**config.mk**
```make
export PLATFORM = sky130hd
export DESIGN_NAME = qth_vec
export DESIGN_NICKNAME = d
export VERILOG_FILES = /design/src/qth_pkg.sv /design/src/qth_vec.sv
export SDC_FILE = /design/constraint.sdc
export NUM_CORES = 2
export LEC_CHECK = 0
export BUFFER_PORTS_ARGS = -buffer_cell sky130_fd_sc_hd__buf_2
export CAP_MARGIN = 40
export CORE_MARGIN = 5
export CORE_UTILIZATION = 63
export CTS_CLUSTER_SIZE = 40
export DETAILED_ROUTE_END_ITERATION = 10
export GPL_ROUTABILITY_DRIVEN = 0
export PLACE_DENSITY = 0.8
export SLEW_MARGIN = 25
export SYNTH_ARGS = -nofsm -noshare
export SYNTH_HDL_FRONTEND = slang
export SYNTH_SLANG_ARGS = --single-unit
```
**constraint.sdc**
```tcl
create_clock -name clk -period 17.9 [get_ports clk]
set_input_delay 0.895 -clock clk [delete_from_list [all_inputs] [get_ports clk]]
set_output_delay 0.895 -clock clk [all_outputs]
set_load 0.05 [all_outputs]
```
**src/qth_pkg.sv**
```systemverilog
// ----------------------------------------------------------------------------
// qth_pkg: shared constants and types for the quaternion heading block
// Angle units, the arctangent step table and the quadrant side-band struct.
// ----------------------------------------------------------------------------
package qth_pkg;

  localparam int OFF_W     = 15;     // heading / offset width, 1/64 degree units
  localparam int FULL_TURN = 23040;  // 360 degrees in 1/64 degree units
  localparam int KEEP_W    = 30;     // magnitude bits entering the angle cells
  localparam int CX_W      = 33;     // angle cell x/y width, signed
  localparam int ANG_W     = 26;     // angle width, signed, 2^-16 degree units
  localparam int TAB_N     = 24;
  localparam int RND_SH    = 10;     // 2^-16 deg -> 1/64 deg
  localparam int RND_BIAS  = 512;

  localparam logic signed [ANG_W-1:0] DEG90  = 26'sd5898240;
  localparam logic signed [ANG_W-1:0] DEG180 = 26'sd11796480;
  localparam logic signed [ANG_W-1:0] DEG360 = 26'sd23592960;

  // atan(2^-n) in 2^-16 degree units, rounded to nearest
  localparam logic signed [ANG_W-1:0] ATAN_TAB [TAB_N] = '{
    26'sd2949120, 26'sd1740967, 26'sd919879, 26'sd466945,
    26'sd234379,  26'sd117304,  26'sd58666,  26'sd29335,
    26'sd14668,   26'sd7334,    26'sd3667,   26'sd1833,
    26'sd917,     26'sd458,     26'sd229,    26'sd115,
    26'sd57,      26'sd29,      26'sd14,     26'sd7,
    26'sd4,       26'sd2,       26'sd1,      26'sd0
  };

  typedef struct packed {
    logic zero;   // x and y both zero
    logic x_neg;
    logic y_neg;
  } qth_side_t;

endpackage

```
**src/qth_vec.sv**
```systemverilog
// ----------------------------------------------------------------------------
// qth_vec: yaw vector front end
// Three stages: component products, x/y sums, magnitudes and quadrant flags.
// ----------------------------------------------------------------------------
module qth_vec #(
  parameter int CW = 16
) (
  input  logic                       clk,
  input  logic                       rst_n,
  input  logic                       in_valid,
  output logic                       in_ready,
  input  logic signed [CW-1:0]       qi,
  input  logic signed [CW-1:0]       qj,
  input  logic signed [CW-1:0]       qk,
  input  logic signed [CW-1:0]       qr,
  output logic                       out_valid,
  input  logic                       out_ready,
  output logic [2*CW:0]              ax,
  output logic [2*CW:0]              ay,
  output qth_pkg::qth_side_t         side
);
  import qth_pkg::*;

  localparam int PW  = 2*CW;
  localparam int XW  = 2*CW + 2;
  localparam int AW  = 2*CW + 1;
  localparam int DSH = (CW > 31) ? 2 : 0;   // wide parts: products / 4

  logic v1_r, v2_r, v3_r;
  logic en1, en2, en3;

  logic signed [PW-1:0] qi_e, qj_e, qk_e, qr_e;
  logic signed [PW-1:0] rr_r, ii_r, jj_r, kk_r, ij_r, rk_r;
  logic signed [PW-1:0] rr_nxt, ii_nxt, jj_nxt, kk_nxt, ij_nxt, rk_nxt;
  logic signed [PW-1:0] ij_s, rk_s;
  logic signed [XW-1:0] x_r, y_r, x_nxt, y_nxt;
  logic [XW-1:0]        xa, ya;
  logic [AW-1:0]        ax_r, ay_r, ax_nxt, ay_nxt;
  qth_side_t            side_r, side_nxt;

  assign en3      = !v3_r || out_ready;
  assign en2      = !v2_r || en3;
  assign en1      = !v1_r || en2;
  assign in_ready = en1;

  // stage 1: products
  always_comb begin
    qi_e   = PW'(qi);
    qj_e   = PW'(qj);
    qk_e   = PW'(qk);
    qr_e   = PW'(qr);
    rr_nxt = qr_e * qr_e;
    ii_nxt = qi_e * qi_e;
    jj_nxt = qj_e * qj_e;
    kk_nxt = qk_e * qk_e;
    ij_nxt = qi_e * qj_e;
    rk_nxt = qr_e * qk_e;
  end

  // stage 2: x = r^2 + i^2 - j^2 - k^2, y = 2(ij + rk); cross terms truncate to zero
  always_comb begin
    ij_s  = ij_r[PW-1] ? -((-ij_r) >>> DSH) : (ij_r >>> DSH);
    rk_s  = rk_r[PW-1] ? -((-rk_r) >>> DSH) : (rk_r >>> DSH);
    x_nxt = XW'(rr_r >>> DSH) + XW'(ii_r >>> DSH)
          - XW'(jj_r >>> DSH) - XW'(kk_r >>> DSH);
    y_nxt = (XW'(ij_s) + XW'(rk_s)) <<< 1;
  end

  // stage 3: magnitudes and quadrant
  always_comb begin
    xa             = x_r[XW-1] ? XW'(-x_r) : XW'(x_r);
    ya             = y_r[XW-1] ? XW'(-y_r) : XW'(y_r);
    ax_nxt         = xa[AW-1:0];
    ay_nxt         = ya[AW-1:0];
    side_nxt.zero  = (x_r == '0) && (y_r == '0);
    side_nxt.x_neg = x_r[XW-1];
    side_nxt.y_neg = y_r[XW-1];
  end

  always_ff @(posedge clk) begin
    if (!rst_n) begin
      v1_r <= 1'b0;
      v2_r <= 1'b0;
      v3_r <= 1'b0;
    end else begin
      if (en1) v1_r <= in_valid;
      if (en2) v2_r <= v1_r;
      if (en3) v3_r <= v2_r;
    end
  end

  always_ff @(posedge clk) begin
    if (en1) begin
      rr_r <= rr_nxt;
      ii_r <= ii_nxt;
      jj_r <= jj_nxt;
      kk_r <= kk_nxt;
      ij_r <= ij_nxt;
      rk_r <= rk_nxt;
    end
    if (en2) begin
      x_r <= x_nxt;
      y_r <= y_nxt;
    end
    if (en3) begin
      ax_r   <= ax_nxt;
      ay_r   <= ay_nxt;
      side_r <= side_nxt;
    end
  end

  assign out_valid = v3_r;
  assign ax        = ax_r;
  assign ay        = ay_r;
  assign side      = side_r;

endmodule

```
==> qor.csv <==
metric,value,unit
status,"complete, no violations",
synth_edf_count,323,
rsz0062_at_grt,false,
critical_path_class,in -> reg,
ys_warn_count,0,
ys_async_sr_fraction,0,%
yosysMostFrequentCell,inv_1,
root_buffer,clkbuf_16,
holdCritStartpoint,y_r[1],
grt.total_usage,29.7,%
grt_pass1_vias,55692,
worstHoldPathCells,0,
cts_tree,built,
skew,0.0247,ns
max_freq,126,MHz
ys_seq_elements,326,
r2r-end,x_r[32],
synth_top_cell_area_share,42.4,%
cp.required,18.31,ns
tns,0,ns
start_util,63.6,%
synth_area_leaders,"fa_1 (42%), edfxtp_1 (14%), ha_1 (10%)",
clkLatencyLatePin,0.58,ns
num_rows,123,
reg2regPathDepth,11,
antenna_found_initial,6,
core-area,0.113,mm^2
cts_buffers,37,
path_max_fanout,32,
startpoint_type,input pin,
synth_cells,7371,
dr.pass1.iters,6,
ant_nets,0,
die_area,0.121,mm^2
yosysTopAreaCell,fa_1,
cts_resized,0,
synth_common_cells,"inv_1 (1,955), fa_1 (1,521), nand2_1 (639)",
grt_max_degree,114,
ys_seq_area_share,13.6,%
synth_area_per_cell,9.74,um^2
worstPathArrival,8.36,ns
worst_path_max_delay_cell,o31ai_1,
synth-main-ff-cell,edfxtp_1,
crit_path_cell_trace,buf_2 -> inv_1 -> nor2_1 -> xnor2_1 -> ha_1 -> inv_1 -> fa_1 -> fa_1 -> inv_1 -> fa_1 -> fa_1 -> inv_1 -> fa_1 -> inv_1 -> ha_1 -> nand2_1 -> nor3_1 -> nor2_1 -> o31ai_1 -> a211oi_1 -> o21bai_1 -> or4b_2 -> o211ai_1,
cap_violations,0,
port_buffers,137,
postCtsSetupBuffers,0,
wl_per_cell,19.6,um
syn_to_final_growth,4.73,%
hp-class,reg -> reg,
final.period_utilization,44.5,%
hold_end,ay[1],
vias,50640,
grt_pass1_wl,286000,um
dp_hpwl,140000,um
drc,0,
io_pins,139,
die_h,348,um
mappedNetlistArea,0.0718,mm^2
clk_pin_slew,0.06,ns
synth_cell_types,82,
timing.rr.start,rr_r[3],
h-tree-depth,2,
clock_path_buffers,3,
finalSetupViolCount,0,
clock-sinks,326,
drt_first_iter_violations,3981,
holdBufCountCts,0,
drv_slew,0,
end_kind,flip-flop,
syn_nets,9559,
wl,174000,um
die_w,348,um
cp_slowest_stage_delay,0.79,ns
drive_gt1_share,3.83,%
worst_pin_slew,0.949,ns
fin_crit,7.96,ns
final_nets,9541,
avgViaCountPerCell,5.70,
timing.slew.headroom,36.3,%
grt.overflow.total,0,
hold_viol,0,
r2r_slack,13.01,ns
area by class of cell:
class | instances | area, um^2
tap | 1500 | 1880
sequential | 326 | 9760
timing repair buffer | 170 | 1060
clock inverter | 25 | 353
inverter | 1969 | 7390
fill | 8387 | 37600
antenna | 2 | 5.00
multi-input combinational | 4849 | 53800
clock buffer | 42 | 945
stage by stage:
step / util [%] / cell area, um^2 / setup slack [ns] / instances / hold slack, ns
4_1_cts: 66.6 / 75100 / 10.09 / 8877 / 0.542
3_3_place_gp: 65.3 / 73700 / 9.72 / 8805 / 0.509
5_1_grt: 66.7 / 75200 / 9.62 / 8881 / 0.557
6_report: 66.7 / 75200 / 9.94 / 8883 / 0.543
3_5_place_dp: 65.4 / 73800 / 9.49 / 8810 / 0.527
2_1_floorplan: - / 71800 / 10.09 / 7371 / 0.459
routing by layer:
| metal | part of all wire (%) | up-vias | routed length (um) | track usage, % |
|---|---|---|---|---|
| li1 | - | 22370 | - | - |
| met1 | 38 | 25586 | 65400 | 38.6 |
| met2 | 48 | 2220 | 83700 | 49.4 |
| met3 | 9.8 | 462 | 16900 | 6.60 |
| met4 | 4.4 | 2 | 7600 | 11.4 |
| met5 | 0.0075 | - | 13 | 0 |
registers in the layout, indices dropped and copies added, names as in the netlist, 3 cells and up:
name  cells
ay       32
y_r      33
ij_r     32
rk_r     32
x_r      34
side      3
rr_r     31
ax       33
jj_r     31
kk_r     31
ii_r     31
worst max-delay path: cells and delay by family:
kind            cells  cell delay [ns]
fa+ha+maj           7             3.13
simple gates        5             1.52
compound gates      4             1.36
buf+inv             6             1.29
xor+xnor            1             0.14
cell usage in the layout (no fill, tap or decap), types with 35 or more instances in the layout:
master     Yosys  layout
inv_1       1955    1954
nor3_1        64      64
nor2_1       308     308
nand3_1       53      52
nand2b_1      44      44
and2_1       365     365
nand2_1      639     638
fa_1        1521    1521
nor2b_1       35      35
clkbuf_16      0      37
xor2_1        60      60
a21oi_1      185     185
buf_2          0     137
xnor2_1      274     274
edfxtp_1     323     323
o21ai_0      140     140
ha_1         599     599
a21o_1        82      82
worst max-delay path by stage:
stage,end,start
6_report,ii_r[25],qi[15]
5_1_grt,ii_r[25],qi[15]
4_1_cts,ij_r[31],qj[3]
3_5_place_dp,ij_r[31],qj[3]
3_3_place_gp,ii_r[25],qi[15]
2_1_floorplan,ii_r[0],out_ready
cell families after synthesis:
family	share of synthesized area [%]
buf+inv	11.5
simple gates	11.1
flops	13.6
mux	0.0993
other cells	0.00522
compound gates	6.82
fa+ha+maj	52.8
xor+xnor	4.07
Power is left out: the tool's default activity adds up to more than one toggle a clock period on the data nets, which glitch-free logic cannot reach.
