===== src/qth_pkg.sv =====
// ----------------------------------------------------------------------------
// qth_pkg: shared constants and types for the quaternion heading block
// Angle units, the arctangent step table and the quadrant side-band struct.
// ----------------------------------------------------------------------------
package qth_pkg;

  localparam int OFF_W     = 15;     // heading / offset width, 1/64 degree units
  localparam int FULL_TURN = 23040;  // 360 degrees in 1/64 degree units
  localparam int KEEP_W    = 30;     // magnitude bits entering the angle cells
  localparam int CX_W      = 33;     // angle cell x/y width, signed
  localparam int ANG_W     = 26;     // angle width, signed, 2^-16 degree units
  localparam int TAB_N     = 24;
  localparam int RND_SH    = 10;     // 2^-16 deg -> 1/64 deg
  localparam int RND_BIAS  = 512;

  localparam logic signed [ANG_W-1:0] DEG90  = 26'sd5898240;
  localparam logic signed [ANG_W-1:0] DEG180 = 26'sd11796480;
  localparam logic signed [ANG_W-1:0] DEG360 = 26'sd23592960;

  // atan(2^-n) in 2^-16 degree units, rounded to nearest
  localparam logic signed [ANG_W-1:0] ATAN_TAB [TAB_N] = '{
    26'sd2949120, 26'sd1740967, 26'sd919879, 26'sd466945,
    26'sd234379,  26'sd117304,  26'sd58666,  26'sd29335,
    26'sd14668,   26'sd7334,    26'sd3667,   26'sd1833,
    26'sd917,     26'sd458,     26'sd229,    26'sd115,
    26'sd57,      26'sd29,      26'sd14,     26'sd7,
    26'sd4,       26'sd2,       26'sd1,      26'sd0
  };

  typedef struct packed {
    logic zero;   // x and y both zero
    logic x_neg;
    logic y_neg;
  } qth_side_t;

endpackage


===== src/qth_norm_cell.sv =====
// ----------------------------------------------------------------------------
// qth_norm_cell: one step of the magnitude normalizer
// Shifts both magnitudes left by SH when the top SH bits of both are clear.
// ----------------------------------------------------------------------------
module qth_norm_cell #(
  parameter int NW = 33,
  parameter int SH = 1
) (
  input  logic                clk,
  input  logic                rst_n,
  input  logic                v_in,
  output logic                en,
  input  logic [NW-1:0]       ax_in,
  input  logic [NW-1:0]       ay_in,
  input  qth_pkg::qth_side_t  side_in,
  input  logic                en_dn,
  output logic                v_r,
  output logic [NW-1:0]       ax_r,
  output logic [NW-1:0]       ay_r,
  output qth_pkg::qth_side_t  side_r
);

  logic [NW-1:0] m;
  logic [NW-1:0] ax_nxt, ay_nxt;

  assign en = !v_r || en_dn;

  always_comb begin
    m = ax_in | ay_in;
    if (m[NW-1 -: SH] == '0) begin
      ax_nxt = ax_in << SH;
      ay_nxt = ay_in << SH;
    end else begin
      ax_nxt = ax_in;
      ay_nxt = ay_in;
    end
  end

  always_ff @(posedge clk) begin
    if (!rst_n) begin
      v_r <= 1'b0;
    end else if (en) begin
      v_r <= v_in;
    end
  end

  always_ff @(posedge clk) begin
    if (en) begin
      ax_r   <= ax_nxt;
      ay_r   <= ay_nxt;
      side_r <= side_in;
    end
  end

endmodule


===== config.mk =====
export PLATFORM = sky130hd
export DESIGN_NAME = qth_norm_cell
export DESIGN_NICKNAME = d
export VERILOG_FILES = /design/src/qth_pkg.sv /design/src/qth_norm_cell.sv
export SDC_FILE = /design/constraint.sdc
export NUM_CORES = 1
export LEC_CHECK = 0
export BUFFER_PORTS_ARGS = -buffer_cell sky130_fd_sc_hd__buf_2
export CORE_UTILIZATION = 25
export CTS_CLUSTER_DIAMETER = 120
export DETAILED_ROUTE_END_ITERATION = 6
export RECOVER_POWER = 25
export SYNTH_ARGS = -nofsm -noshare
export SYNTH_HDL_FRONTEND = slang
export SYNTH_SLANG_ARGS = --single-unit

===== constraint.sdc =====
create_clock -name clk -period 3.7 [get_ports clk]
set_clock_uncertainty 0.15 [all_clocks]
set_input_delay 0.74 -clock clk [delete_from_list [all_inputs] [get_ports clk]]
set_output_delay 0.74 -clock clk [all_outputs]
set_load 0.005 [all_outputs]

==> results of run 1 <==
-- through the flow --
stage | worst slack, ns | instance area (sq um) | power (mW) | std cells
finish | 1.33 | 4260 | 1.96 | 471
global route | 1.27 | 4260 | 2.05 | 471
CTS | 1.31 | 4300 | 2.00 | 471
detailed placement | 1.31 | 4050 | 1.25 | 456
global placement | 1.33 | 4050 | 1.24 | 456
floorplan | 0.331 | 3200 | 1.13 | 148
-- how the worst max path moves through the flow --
stage / from / endpoint / slack, ns / cells after the start
finish: ay_in[32] / ay_r[31]$_DFFE_PP_ / 1.33 / 4
detailed placement: en_dn / en / 1.31 / 3
floorplan: en_dn / en / 0.33 / 1
CTS: en_dn / en / 1.31 / 3
global placement: en_dn / en / 1.33 / 3
global route: ay_in[32] / ay_r[31]$_DFFE_PP_ / 1.27 / 4
-- sequential cells by signal, indices dropped and copies added (netlist names) --
register	cells
side_r	3
v_r	1
ax_r	33
ay_r	33
-- synth_stat cells --
cell type,instances
a21boi_0,1
a21o_2,1
buf_12,6
dfxtp_1,1
edfxtp_1,69
inv_1,3
mux2_2,4
mux2_4,58
nand2b_1,1
nor2_8,1
nor2b_1,2
o21ai_0,1
-- layer usage --
layer | vias up | track usage | wire length, um | part of all wire
met2 | 86 | 0.157 | 3010 | 0.49
met5 | - | 0 | 0 | 0
li1 | 877 | - | - | -
met4 | 0 | 0.0519 | 124 | 0.020
met1 | 865 | 0.102 | 2520 | 0.41
met3 | 10 | 0.0469 | 478 | 0.078
-- cells by family after synthesis --
| family | Yosys count | share of synthesized area |
|---|---|---|
| flip-flops | 70 | 0.654 |
| multiplexers | 62 | 0.286 |
| buffers and inverters | 9 | 0.0411 |
| AND/OR/NAND/NOR | 4 | 0.0121 |
| AO/OA/AOI/OAI | 3 | 0.00665 |
-- where the power goes --
part           internal, mW  switching [mW]  leakage [nW]
registers             0.955          0.0166         0.723
logic                 0.149           0.102          1.04
clock network         0.444           0.291         0.121
-- final cells by class --
type                       instances  area share
clock inverter                     3     0.00294
clock buffer                      12      0.0555
inverter                           3     0.00264
timing repair buffer             146       0.176
tap                              168      0.0494
multi-input combinational         69       0.223
sequential                        70       0.491
==> qor.yml, run 1 <==
cts_resized: 0
hold_depth: 1
p_leak_nw: 1.89
yosysTopAreaCell: "edfxtp_1"
slew_headroom: 0.462
r2r-end: "ay_r[6]$_DFFE_PP_"
area_growth_pct: 33.1
clk_pin_slew_worst_paths_ns: 0.05
ys_types: 12
seqCellArea_sq_um: 2090
crit_type: "in -> reg"
worstPathArrival_ns: 2.30
hp-class: "in -> reg"
reg2reg_depth: 2
min_from: "side_in[2]"
fin_nets: 372
path_cells: "clkbuf_1, nor2_1, buf_4, mux2_2"
synth.area.top_cells: "edfxtp_1, mux2_4, buf_12, mux2_2, dfxtp_1"
drt_wl_total_mm: 6.13
htree_levels: 3
fin_tns_setup_ns: 0
clock_sinks: 70
worst_hold_slack_ns: 0.447
num-fill-cells: 1204
hold_violations: 0
port_buffers: 143
yosysWarnings: 0
cpMaxStageDelayCell: "nor2_1"
power_density_nw_per_um2: 460
min_period_ns: 2.37
multi_input_area_sq_um: 948
post-route-period-util: 0.640
drt_first_iter_violations: 44
crit_family: "simple AND/OR/NAND/NOR gates"
chipHeight_um: 115
insertion_delay_ns: 0.32
grt_pass1_vias: 1846
rows: 40
first_pass_iters: 4
clock_tree.root_cell: "clkbuf_16"
place.gp.congestion: 0.670
drcViolationCount: 0
synth.avg_cell_area_sq_um: 21.6
drt-vias-per-instance: 3.90
critPathCaptureType: "flip-flop"
drive_above_1_share: 0.710
cts_buffers: 9
die_area_sq_um: 13300
track_usage: 0.0961
post_drt_wl_per_cell_um: 13.0
r2r_start: "v_r$_SDFFE_PN0P_"
r2r_slack_ns: 1.96
grt_max_degree: 41
dpl.hpwl_mm: 4.70
syn_nets: 221
vdd_drop_max_v: 0.000207
setup_violations: 0
rsz0062_at_grt: "false"
postCtsHoldBufs: 0
antenna_found_initial: 0
grt_pass1_wl_mm: 9.23
io_pins: 144
slowest_delay_ns: 0.63
startpoint_type: "input port"
fmax_ghz: 0.422
whs_endpoint: "side_r[2]$_DFFE_PP_"
worst_pin_slew_ns: 0.803
ant_nets: 0
clk_path_buf_depth: 2
dr_total_vias: 1838
cap_violations: 0
run_status: "finished clean"
utilization: 0.347
netlist.area_leader.share: 0.648
n_antenna_cell: 0
final_cell_mix: "buf_2, edfxtp_1, mux2_4"
seq_area_frac_synth: 0.654
fp.coreArea_sq_um: 12300
die_x_um: 115
syn_area_sq_um: 3200
report.final.slew_viol_count: 0
post_cts_buffers: 0
final_common_cell: "buf_2"
crit_buf_inv: 2
required_ns: 3.63
cts_tree: "built"
start_util: 0.261
worstPathMaxFanout: 18
syn_inst: 148
grt-ovfl-total: 0
synth-seq-cells: 70
Note: power is estimated with default switching activity, not from simulation.
==> run 2: changes to the inputs <==
--- a/config.mk
+++ b/config.mk
@@ -5,6 +5,7 @@
 export SDC_FILE = /design/constraint.sdc
 export NUM_CORES = 1
 export LEC_CHECK = 0
+export ABC_AREA = 1
 export BUFFER_PORTS_ARGS = -buffer_cell sky130_fd_sc_hd__buf_2
 export CORE_UTILIZATION = 25
 export CTS_CLUSTER_DIAMETER = 120
==> constraint.sdc (replaced) <==
create_clock -name clk -period 2 [get_ports clk]
set_clock_uncertainty 0.15 [all_clocks]
set_input_delay 0.4 -clock clk [delete_from_list [all_inputs] [get_ports clk]]
set_output_delay 0.4 -clock clk [all_outputs]
set_load 0.005 [all_outputs]
==> qor.yml, run 2 <==
critPathCaptureType: "flip-flop"
worstPathMaxFanout: 38
ant_nets: 0
grtUsageMet1: 0.130
grt_util_met3: 0.0593
top_regs: "ax_r x33, ay_r x33, side_r x3"
fin_nets: 503
synth_edf_count: 69
cts_tree: "built"
min_period_ns: 1.62
place_inst: 562
drive_above_1_share: 0.398
power_density_nw_per_um2: 969
post-route-period-util: 0.811
clk_pin_slew_worst_paths_ns: 0.06
area_growth_pct: 38.2
yosysTopAreaCell: "edfxtp_1"
rows: 39
dr_total_vias: 2372
use_met2: 0.180
setup_violations: 0
seqCellArea_sq_um: 2090
syn_area_sq_um: 3000
cts_resized: 0
grt_pass1_vias: 2294
hold_violations: 0
crit_type: "reg -> reg"
first_pass_iters: 6
hp-class: "in -> reg"
violations: "design-rule violations"
drcViolationCount: 10
fmax_ghz: 0.616
p_leak_nw: 2.09
cap_violations: 0
worst_pin_slew_ns: 0.736
clock_tree.root_cell: "clkbuf_16"
clk_path_buf_depth: 2
final_common_cell: "nand2_1"
run_status: "finished, violations left"
chipHeight_um: 112
synth.area.top_cells: "edfxtp_1, nand2_1, buf_6, nand2_2, buf_4"
insertion_delay_ns: 0.33
startpoint_type: "flip-flop"
async_flop_share: 0
grt-ovfl-total: 0
yosysWarnings: 0
layout_setup_ws_ns: 0.378
start_util: 0.260
num-fill-cells: 1208
track_usage: 0.114
rsz0062_at_grt: "false"
synth-seq-cells: 70
busiest_layer: "met2"
place.gp.congestion: 0.754
vdd_drop_max_v: 0.000509
n_antenna_cell: 0
drt-vias-per-instance: 4.10
syn_nets: 358
required_ns: 1.81
syn_inst: 285
die_x_um: 112
cts_buffers: 9
clock_sinks: 70
htree_levels: 3
dpl.hpwl_mm: 4.82
post_drt_wl_per_cell_um: 11.9
io_pins: 144
grt_max_degree: 65
report.final.slew_viol_count: 0
netlist.area_leader.share: 0.690
antenna_found_initial: 0
synth_most_common_cell: "nand2_1"
die_area_sq_um: 12500
place_ws_ns: 0.270
grt_pass1_wl_mm: 10.8
synth_common_cells: "nand2_1, edfxtp_1, nand2_2"
drt_first_iter_violations: 182
fin_tns_setup_ns: 0
worstPathArrival_ns: 1.44
seq_area_frac_synth: 0.697
synth.avg_cell_area_sq_um: 10.5
final_cell_mix: "nand2_1, buf_2, edfxtp_1"
slew_headroom: 0.509
post_cts_buffers: 0
drt_wl_total_mm: 6.87
postCtsHoldBufs: 0
synthFlopType: "edfxtp_1"
ys_types: 12
fp.coreArea_sq_um: 11600
instances_no_fill: 578
multi_input_area_sq_um: 779
port_buffers: 143
## run 2: per-layer routing
layer	vias to the layer above	wire length [um]
met3	8	617
met4	0	104
li1	1203	-
met1	1066	2860
met2	95	3290
met5	-	0
## run 2: area by class of cell
class | instances | share of cell area
well taps | 143 | 0.0431
inverters | 7 | 0.00633
clock buffers | 9 | 0.0542
clock inverters | 7 | 0.0271
repair buffers | 146 | 0.178
multi-input cells | 196 | 0.188
flip-flops and latches | 70 | 0.504
## run 2: path summary, 6_finish.rpt
check	from	end	slack [ns]	cells after the start
hold / removal	side_in[2]	side_r[2]$_DFFE_PP_	0.09	1
setup reg to reg	v_r$_SDFFE_PN0P_	ay_r[26]$_DFFE_PP_	0.38	2
setup / recovery	v_r$_SDFFE_PN0P_	ay_r[26]$_DFFE_PP_	0.38	2
hold reg to reg	v_r$_SDFFE_PN0P_	v_r$_SDFFE_PN0P_	0.53	2
## run 2: through the flow
stage | power, mW | utilization | cell area (sq um) | hold slack (ns)
finish | 4.02 | 0.359 | 4150 | 0.0915
global route | 4.20 | 0.359 | 4150 | 0.0766
CTS | 4.10 | 0.361 | 4180 | 0.0712
detailed placement | 2.27 | 0.332 | 3840 | 0.430
global placement | 2.26 | 0.332 | 3840 | 0.430
floorplan | 2.02 | - | 3010 | 0.349
## run 2: logic make-up after synthesis
group / after synthesis / synth area share
simple gates: 195 / 0.255
flops: 70 / 0.697
buf+inv: 19 / 0.0462
compound gates: 1 / 0.00167
## run 2: critical path, stage by stage, from the launching register on
cell	delay, ns
dfxtp_1	0.33
nand2_4	0.21
clkbuf_4	0.53
## run 2: report_power, final
part / switching, mW / internal [mW] / total (mW)
Sequential: 0.0338 / 1.77 / 1.81
Clock: 0.589 / 1.21 / 1.80
Combinational: 0.232 / 0.186 / 0.418
Total: 0.855 / 3.17 / 4.02
