[src/qth_pkg.sv]
// ----------------------------------------------------------------------------
// qth_pkg: shared constants and types for the quaternion heading block
// Angle units, the arctangent step table and the quadrant side-band struct.
// ----------------------------------------------------------------------------
package qth_pkg;

  localparam int OFF_W     = 15;     // heading / offset width, 1/64 degree units
  localparam int FULL_TURN = 23040;  // 360 degrees in 1/64 degree units
  localparam int KEEP_W    = 30;     // magnitude bits entering the angle cells
  localparam int CX_W      = 33;     // angle cell x/y width, signed
  localparam int ANG_W     = 26;     // angle width, signed, 2^-16 degree units
  localparam int TAB_N     = 24;
  localparam int RND_SH    = 10;     // 2^-16 deg -> 1/64 deg
  localparam int RND_BIAS  = 512;

  localparam logic signed [ANG_W-1:0] DEG90  = 26'sd5898240;
  localparam logic signed [ANG_W-1:0] DEG180 = 26'sd11796480;
  localparam logic signed [ANG_W-1:0] DEG360 = 26'sd23592960;

  // atan(2^-n) in 2^-16 degree units, rounded to nearest
  localparam logic signed [ANG_W-1:0] ATAN_TAB [TAB_N] = '{
    26'sd2949120, 26'sd1740967, 26'sd919879, 26'sd466945,
    26'sd234379,  26'sd117304,  26'sd58666,  26'sd29335,
    26'sd14668,   26'sd7334,    26'sd3667,   26'sd1833,
    26'sd917,     26'sd458,     26'sd229,    26'sd115,
    26'sd57,      26'sd29,      26'sd14,     26'sd7,
    26'sd4,       26'sd2,       26'sd1,      26'sd0
  };

  typedef struct packed {
    logic zero;   // x and y both zero
    logic x_neg;
    logic y_neg;
  } qth_side_t;

endpackage

[src/qth_cordic_cell.sv]
// ----------------------------------------------------------------------------
// qth_cordic_cell: one vectoring rotation of the angle chain
// Rotates (x, y) toward the x axis by atan(2^-STEP) and books the angle.
// ----------------------------------------------------------------------------
module qth_cordic_cell #(
  parameter int STEP = 0
) (
  input  logic                                clk,
  input  logic                                rst_n,
  input  logic                                v_in,
  output logic                                en,
  input  logic signed [qth_pkg::CX_W-1:0]     cx_in,
  input  logic signed [qth_pkg::CX_W-1:0]     cy_in,
  input  logic signed [qth_pkg::ANG_W-1:0]    z_in,
  input  qth_pkg::qth_side_t                  side_in,
  input  logic                                en_dn,
  output logic                                v_r,
  output logic signed [qth_pkg::CX_W-1:0]     cx_r,
  output logic signed [qth_pkg::CX_W-1:0]     cy_r,
  output logic signed [qth_pkg::ANG_W-1:0]    z_r,
  output qth_pkg::qth_side_t                  side_r
);
  import qth_pkg::*;

  logic signed [CX_W-1:0]  sx, sy, cx_nxt, cy_nxt;
  logic signed [ANG_W-1:0] z_nxt;

  assign en = !v_r || en_dn;

  // arithmetic shifts floor negative values
  always_comb begin
    sx = cx_in >>> STEP;
    sy = cy_in >>> STEP;
    if (!cy_in[CX_W-1]) begin
      cx_nxt = cx_in + sy;
      cy_nxt = cy_in - sx;
      z_nxt  = z_in + ATAN_TAB[STEP];
    end else begin
      cx_nxt = cx_in - sy;
      cy_nxt = cy_in + sx;
      z_nxt  = z_in - ATAN_TAB[STEP];
    end
  end

  always_ff @(posedge clk) begin
    if (!rst_n) begin
      v_r <= 1'b0;
    end else if (en) begin
      v_r <= v_in;
    end
  end

  always_ff @(posedge clk) begin
    if (en) begin
      cx_r   <= cx_nxt;
      cy_r   <= cy_nxt;
      z_r    <= z_nxt;
      side_r <= side_in;
    end
  end

endmodule

[config.mk]
export PLATFORM = sky130hd
export DESIGN_NAME = qth_cordic_cell
export DESIGN_NICKNAME = d
export VERILOG_FILES = /design/src/qth_pkg.sv /design/src/qth_cordic_cell.sv
export SDC_FILE = /design/constraint.sdc
export NUM_CORES = 1
export LEC_CHECK = 0
export ABC_AREA = 1
export ABC_CLOCK_PERIOD_IN_PS = 3600
export BUFFER_PORTS_ARGS = -buffer_cell sky130_fd_sc_hd__buf_2
export CAP_MARGIN = 20
export CORE_MARGIN = 2
export CORE_UTILIZATION = 53
export DETAILED_ROUTE_END_ITERATION = 6
export PLACE_DENSITY = 0.87
export SETUP_SLACK_MARGIN = 0.02
export SKIP_LAST_GASP = 1
export SYNTH_ARGS = -nofsm -noshare
export SYNTH_HDL_FRONTEND = slang
export SYNTH_SLANG_ARGS = --single-unit
[constraint.sdc]
create_clock -name clk -period 3.6 [get_ports clk]
set_clock_uncertainty 0.15 [all_clocks]
set_input_delay 0.36 -clock clk [delete_from_list [all_inputs] [get_ports clk]]
set_output_delay 0.36 -clock clk [all_outputs]
set_load 0.05 [all_outputs]
==> results.py, run 1 <==
metrics = {
    "outcome": {
        "status": "finished with violations",
        "violations": "DRC",
    },
    "die": {
        "core_sq_mm": 0.0203,
        "die_h_microns": 148,
        "initial_core_util_pct": 54.3,
        "io_pins": 196,
        "dieWidth_microns": 148,
        "fp.dieArea_sq_mm": 0.0220,
        "rows": 52,
    },
    "power_and_ir_drop": {
        "seq_power_share_pct": 31.4,
        "clockPowerShare_pct": 21.0,
        "p_int_mw": 2.50,
        "leakagePower_nw": 7.24,
        "ir_worst_vdd_v": 0.000218,
        "netSwitchingFraction_pct": 47.0,
        "p_per_area_mw_per_mm2": 381,
        "comb_power_share_pct": 47.7,
        "switching_power_mw": 2.22,
    },
    "synth": {
        "yosys-top-cells-area": "edfxtp_1 (26%), nand2_1 (23%), inv_1 (12%)",
        "ys_warn_count": 0,
        "synth.avg_cell_area_sq_um": 6.20,
        "async_flop_share_pct": 0,
        "synth_cell_types": 38,
        "synthCells": 1779,
        "yosys.area.top_type": "edfxtp_1",
        "ys_ff_latch": 95,
        "synthFlopType": "edfxtp_1",
        "yosysMostFrequentCell": "nand2_1",
        "synth_nets": 1986,
        "ys_seq_area_share_pct": 25.8,
        "synth_edf_count": 94,
        "syn_area_sq_mm": 0.0110,
        "synth_top_area_share_pct": 25.6,
        "synth_commonest_cells": "nand2_1 (665), inv_1 (362), nand3_1 (162), nor2_1 (108), ha_1 (104)",
    },
    "run": {
        "cap_violations": 0,
    },
    "detailed_routing": {
        "vias": 11800,
        "wl_per_cell_microns": 15.6,
        "drc": 7,
        "via_per_inst": 5.30,
        "ant_nets": 0,
        "drt_wl_total_microns": 34600,
        "first_pass_iters": 7,
        "drt_first_iter_violations": 1347,
    },
    "clock_network": {
        "post_cts_buffers": 0,
        "clk_path_buf_depth": 2,
        "clk_pin_slew_ps": 70,
        "clkSinkCount": 95,
        "cts-root-buf": "clkbuf_16",
        "cts-buffers-inserted": 9,
        "cts_hold_buf": 0,
        "htree_levels": 3,
        "cts_resized": 0,
        "worstSkewPairLatency_ps": 350,
        "tritoncts": "built",
    },
    "sta": {
        "fin_crit_ps": 2530,
        "max_freq_ghz": 0.395,
        "drv_slew": 0,
        "worst_pin_slew_ps": 667,
        "hold_viol_final": 0,
        "tns_ps": 0,
        "rsz0062_at_grt": "false",
        "slew_headroom_pct": 55.0,
        "fin_crit_sh_pct": 70.3,
        "setup_viol": 0,
    },
    "global_route": {
        "grt_overflow": 0,
        "antenna_found_initial": 0,
        "grt_max_degree": 74,
        "grt_pass1_wl_microns": 54300,
        "grt_pass1_vias": 10700,
        "grt_util_all_layers_pct": 31.3,
    },
    "final_layout": {
        "seq_area_sq_mm": 0.00284,
        "multi_input_area_sq_mm": 0.00652,
        "n_antenna_cell": 0,
        "fin_cells": 2219,
        "final_net_count": 2151,
        "layout-drive-gt1-share_pct": 12.6,
        "syn2layout_area_growth_pct": 12.4,
        "fillers": 1992,
    },
    "hold_path": {
        "min_path_type": "input pin to flip-flop",
    },
    "setup_path": {
        "arrival_ps": 2490,
        "startpoint_type": "input pin",
        "crit_fanout": 23,
        "cp.required_ps": 3560,
        "path_class": "input pin to flip-flop",
        "endpoint_kind": "flip-flop",
    },
    "place": {
        "portBuffers": 195,
        "place_inst": 2203,
        "routabilityCongestion": 0.987,
        "dp_hpwl_microns": 28700,
    },
}
[power groups by stage]
stage	sequential, mW	clock, mW	combinational (mW)
6_report	1.48	0.990	2.25
5_1_grt	1.50	1.04	2.43
4_1_cts	1.48	0.998	2.22
3_5_place_dp	1.51	0	2.21
3_3_place_gp	1.50	0	2.18
2_1_floorplan	2.11	0	1.04
[placed cells by master, fill, tap and decap left out, drive strengths merged, types with 4 or more instances in the layout]
cell,Yosys,routed
nor2,116,116
ha,104,104
fa,4,4
nand4,16,16
nand3,162,162
o21bai,11,11
clkbuf,6,10
inv,367,371
a31oi,5,5
buf,38,198
o22ai,4,4
o21ai,41,41
nand2,678,678
a21oi,79,79
edfxtp,94,94
nor3,9,9
xor2,28,28
[area by class of cell]
cell class | count | share of cell area (%)
clock inverters | 6 | 0.505
repair buffers | 198 | 8.16
multi-input cells | 1272 | 52.6
flip-flops and latches | 95 | 22.9
well taps | 270 | 2.73
inverters | 368 | 11.1
clock buffers | 10 | 1.93
[path summary, 6_finish.rpt]
path              startpoint        to  slack (ps)  depth (start not counted)
hold / removal       z_in[7]    z_r[7]          20                          1
hold reg to reg          v_r  cy_r[13]         710                          1
setup reg to reg         v_r  cx_r[27]        2000                          2
setup / recovery   cy_in[32]   z_r[24]        1070                         11
[critical path, stage by stage]
cell	delay [ps]
buf_2	390
inv_2	270
ha_1	440
a21oi_1	180
nand2_1	100
a21oi_1	230
nor2_1	80
o21ai_0	220
nand2_1	80
nand2_1	70
nand2_1	50
[registers in the layout, summed over array words and instances, names as in the netlist]
signal / cells
v_r: 1
cy_r: 33
side_r: 3
z_r: 26
cx_r: 32
[through the flow]
| stage | hold slack [ps] | util, % | setup slack [ps] | power [mW] | instance area (sq um) |
|---|---|---|---|---|---|
| finish | 24.4 | 61.0 | 1070 | 4.72 | 12400 |
| global route | 12.8 | 61.0 | 929 | 4.97 | 12400 |
| CTS | 16.4 | 61.0 | 1130 | 4.70 | 12400 |
| detailed placement | 388 | 59.6 | 754 | 3.71 | 12100 |
| global placement | 387 | 59.6 | 882 | 3.68 | 12100 |
| floorplan | 309 | - | 1020 | 3.15 | 11000 |
[layer usage]
metal	GRT usage [%]	part of all wire, %
met5	0	0
met4	9.05	2.4
met3	3.34	8.7
met2	49.4	44
met1	45.5	45
[logic make-up (layout without fill, tap and decap cells)]
logic type	after synthesis	in the layout	synth area share, %
and+or+nand+nor	985	985	36.8
AOI/OAI and AO/OA	148	148	7.27
DFF	95	95	25.8
xor gates and xnor gates	31	31	2.46
adders and majority gates	108	108	12.5
buffers and inverters	412	582	15.1
Note: power is estimated with default switching activity, not from simulation.
==> inputs of run 2 (changes only) <==
--- a/config.mk
+++ b/config.mk
@@ -6,13 +6,13 @@
 export NUM_CORES = 1
 export LEC_CHECK = 0
 export ABC_AREA = 1
-export ABC_CLOCK_PERIOD_IN_PS = 3600
+export ABC_CLOCK_PERIOD_IN_PS = 2150
 export BUFFER_PORTS_ARGS = -buffer_cell sky130_fd_sc_hd__buf_2
 export CAP_MARGIN = 20
 export CORE_MARGIN = 2
 export CORE_UTILIZATION = 53
 export DETAILED_ROUTE_END_ITERATION = 6
-export PLACE_DENSITY = 0.87
+export PLACE_DENSITY = 0.9
 export SETUP_SLACK_MARGIN = 0.02
 export SKIP_LAST_GASP = 1
 export SYNTH_ARGS = -nofsm -noshare
==> constraint.sdc (replaced) <==
create_clock -name clk -period 2.15 [get_ports clk]
set_clock_uncertainty 0.15 [all_clocks]
set_input_delay 0.215 -clock clk [delete_from_list [all_inputs] [get_ports clk]]
set_output_delay 0.215 -clock clk [all_outputs]
set_load 0.05 [all_outputs]
==> run 2 against run 1 <==
Compared with the run above:
- critical path type unchanged
- final area is 15% higher
- via count is 9.8% higher
- sequential power is 68% higher
- the run now ends clean
==> results.py, run 2 (same netlist as run 1, synthesis figures left out) <==
metrics = {
    "clock_network": {
        "worstSkewPairLatency_ps": 360,
        "tritoncts": "built",
        "cts-root-buf": "clkbuf_16",
        "cts-buffers-inserted": 9,
        "clk_path_buf_depth": 2,
        "htree_levels": 3,
        "clk_pin_slew_ps": 70,
        "clkSinkCount": 95,
    },
    "detailed_routing": {
        "drt_wl_total_microns": 38500,
        "drc": 0,
        "first_pass_iters": 6,
        "drt_first_iter_violations": 1242,
        "vias": 12900,
        "ant_nets": 0,
        "wl_per_cell_microns": 15.8,
        "via_per_inst": 5.29,
    },
    "die": {
        "dieWidth_microns": 148,
        "rows": 52,
        "io_pins": 196,
        "die_h_microns": 148,
        "fp.dieArea_sq_mm": 0.0220,
        "core_sq_mm": 0.0203,
        "initial_core_util_pct": 54.3,
    },
    "setup_path": {
        "critPathBufInv": 3,
        "cp_top_family": "simple AND/OR/NAND/NOR gates",
        "rr_worst_depth": 3,
        "r2r_end": "v_r",
        "endpoint_kind": "flip-flop",
        "rrSetupSlack_ps": 580,
        "crit_slowest_cell": "fa_2",
        "startpoint_type": "input pin",
        "cp_common_cell": "nand2_1",
        "arrival_ps": 2000,
        "r2r_start": "v_r",
        "crit_chain": "buf_2 > inv_1 > ha_1 > fa_2 > inv_1 > nand3_1 > nand2_2 > nand2_1 > nand2_1 > nand2_1 > nand2_2 > nand2_1 > nand2_1 > nand2_1 > nand3_1 > nand2_1",
        "crit_fanout": 3,
        "critPathMaxStageDelay_ps": 380,
        "path_class": "input pin to flip-flop",
        "cp.required_ps": 2120,
    },
    "final_layout": {
        "mostFrequentLayoutCells": "nand2_1 (659), inv_1 (362), buf_4 (202)",
        "layout-drive-gt1-share_pct": 22.5,
        "n_antenna_cell": 0,
        "final_common_cell": "nand2_1",
        "syn2layout_area_growth_pct": 29.5,
        "post-route-util_pct": 70.3,
        "largestRegisters": "cy_r: 33 flops, cx_r: 32 flops, z_r: 26 flops",
        "largest_reg_flops": 33,
        "regMostFlops": "cy_r",
        "final_net_count": 2374,
    },
    "global_route": {
        "grt_max_degree": 58,
        "grt_pass1_wl_microns": 59400,
        "grt_overflow": 0,
        "antenna_found_initial": 0,
        "grt_util_all_layers_pct": 34.3,
        "grt_pass1_vias": 12200,
    },
    "hold_path": {
        "hold-path-endpoint": "z_r[16]",
        "min_path_type": "input pin to flip-flop",
        "hold_path_depth": 2,
        "min_from": "z_in[16]",
    },
    "place": {
        "dp_hpwl_microns": 31600,
        "routabilityCongestion": 1.01,
        "portBuffers": 195,
    },
    "sta": {
        "max_freq_ghz": 0.492,
        "hold_viol_final": 0,
        "fin_hold_ws_ps": 73.8,
        "worst_pin_slew_ps": 673,
        "fin_crit_ps": 2030,
        "rsz0062_at_grt": "true",
        "setup_viol": 0,
        "fin_crit_sh_pct": 94.5,
        "slew_headroom_pct": 55.2,
        "tns_ps": 0,
        "drv_slew": 0,
    },
    "run": {
        "cap_violations": 0,
    },
    "power_and_ir_drop": {
        "ir_worst_vdd_v": 0.000369,
        "finalPower_mw": 8.54,
        "leakagePower_nw": 8.29,
        "p_per_area_mw_per_mm2": 598,
    },
    "outcome": {
        "status": "complete, no violations",
    },
}
## run 2: changes by cell type in the layout (fill, tap and decap cells not counted), sizes merged
cell / before / now
buf: 198 / 400
clkbuf: 10 / 9
clkinv: 1 / 4
clkinvlp: 2 / 0
dlygate4sd3: 0 / 21
## run 2: worst reg2reg max path: stages, from the launching register on
cell           delay [ps]
dfxtp_1               340
nand2_4               250
a21boi_0              140
dlygate4sd3_1         580
## run 2: power breakdown
| group | switching (mW) | total [mW] | internal (mW) |
|---|---|---|---|
| logic | 2.98 | 4.35 | 1.37 |
| clock network | 0.864 | 1.70 | 0.837 |
| registers | 0.0932 | 2.48 | 2.39 |
## run 2: layer usage
metal | GRT usage, % | part of all wire [%] | wire length [microns]
met3 | 5.55 | 9.5 | 3660
met2 | 56.7 | 45 | 17500
met1 | 45.2 | 41 | 16000
met4 | 13.0 | 3.5 | 1360
met5 | 0 | 0 | 0
## run 2: through the flow
stage	cells	worst slack [ps]	instance area (sq um)
after CTS	2441	53.3	14200
after global placement	2404	-257	13600
after floorplan	1779	31.1	11000
final	2442	119	14300
after detailed placement	2404	-307	13600
after global routing	2442	-15.5	14300
## run 2: final cells by class
type	count	area, sq um
Inverter	368	1380
Fill cell	1762	6020
Tap cell	270	338
Clock buffer	9	225
Multi-Input combinational cell	1272	6650
Clock inverter	7	81.3
Timing Repair Buffer	421	2760
Sequential cell	95	2840
## run 2: worst max path at each step
stage	cells after the start	slack, ps	startpoint	end
3_5_place_dp	16	-310	cx_in[0]	cx_r[24]
4_1_cts	16	50	cx_in[0]	cx_r[24]
6_report	16	120	cx_in[0]	cx_r[24]
3_3_place_gp	14	-260	cx_in[5]	cx_r[24]
2_1_floorplan	11	30	cy_in[32]	z_r[24]
5_1_grt	15	-20	cx_in[2]	cx_r[22]
## run 2: timing repair
| action | 4_1_cts | 5_1_grt |
|---|---|---|
| hold buffers | 21 | 0 |
| hold endpoints to repair | 20 | 0 |
| setup endpoints to repair | 0 | 45 |
| buffers inserted | 0 | 1 |
| resized for setup | 0 | 39 |
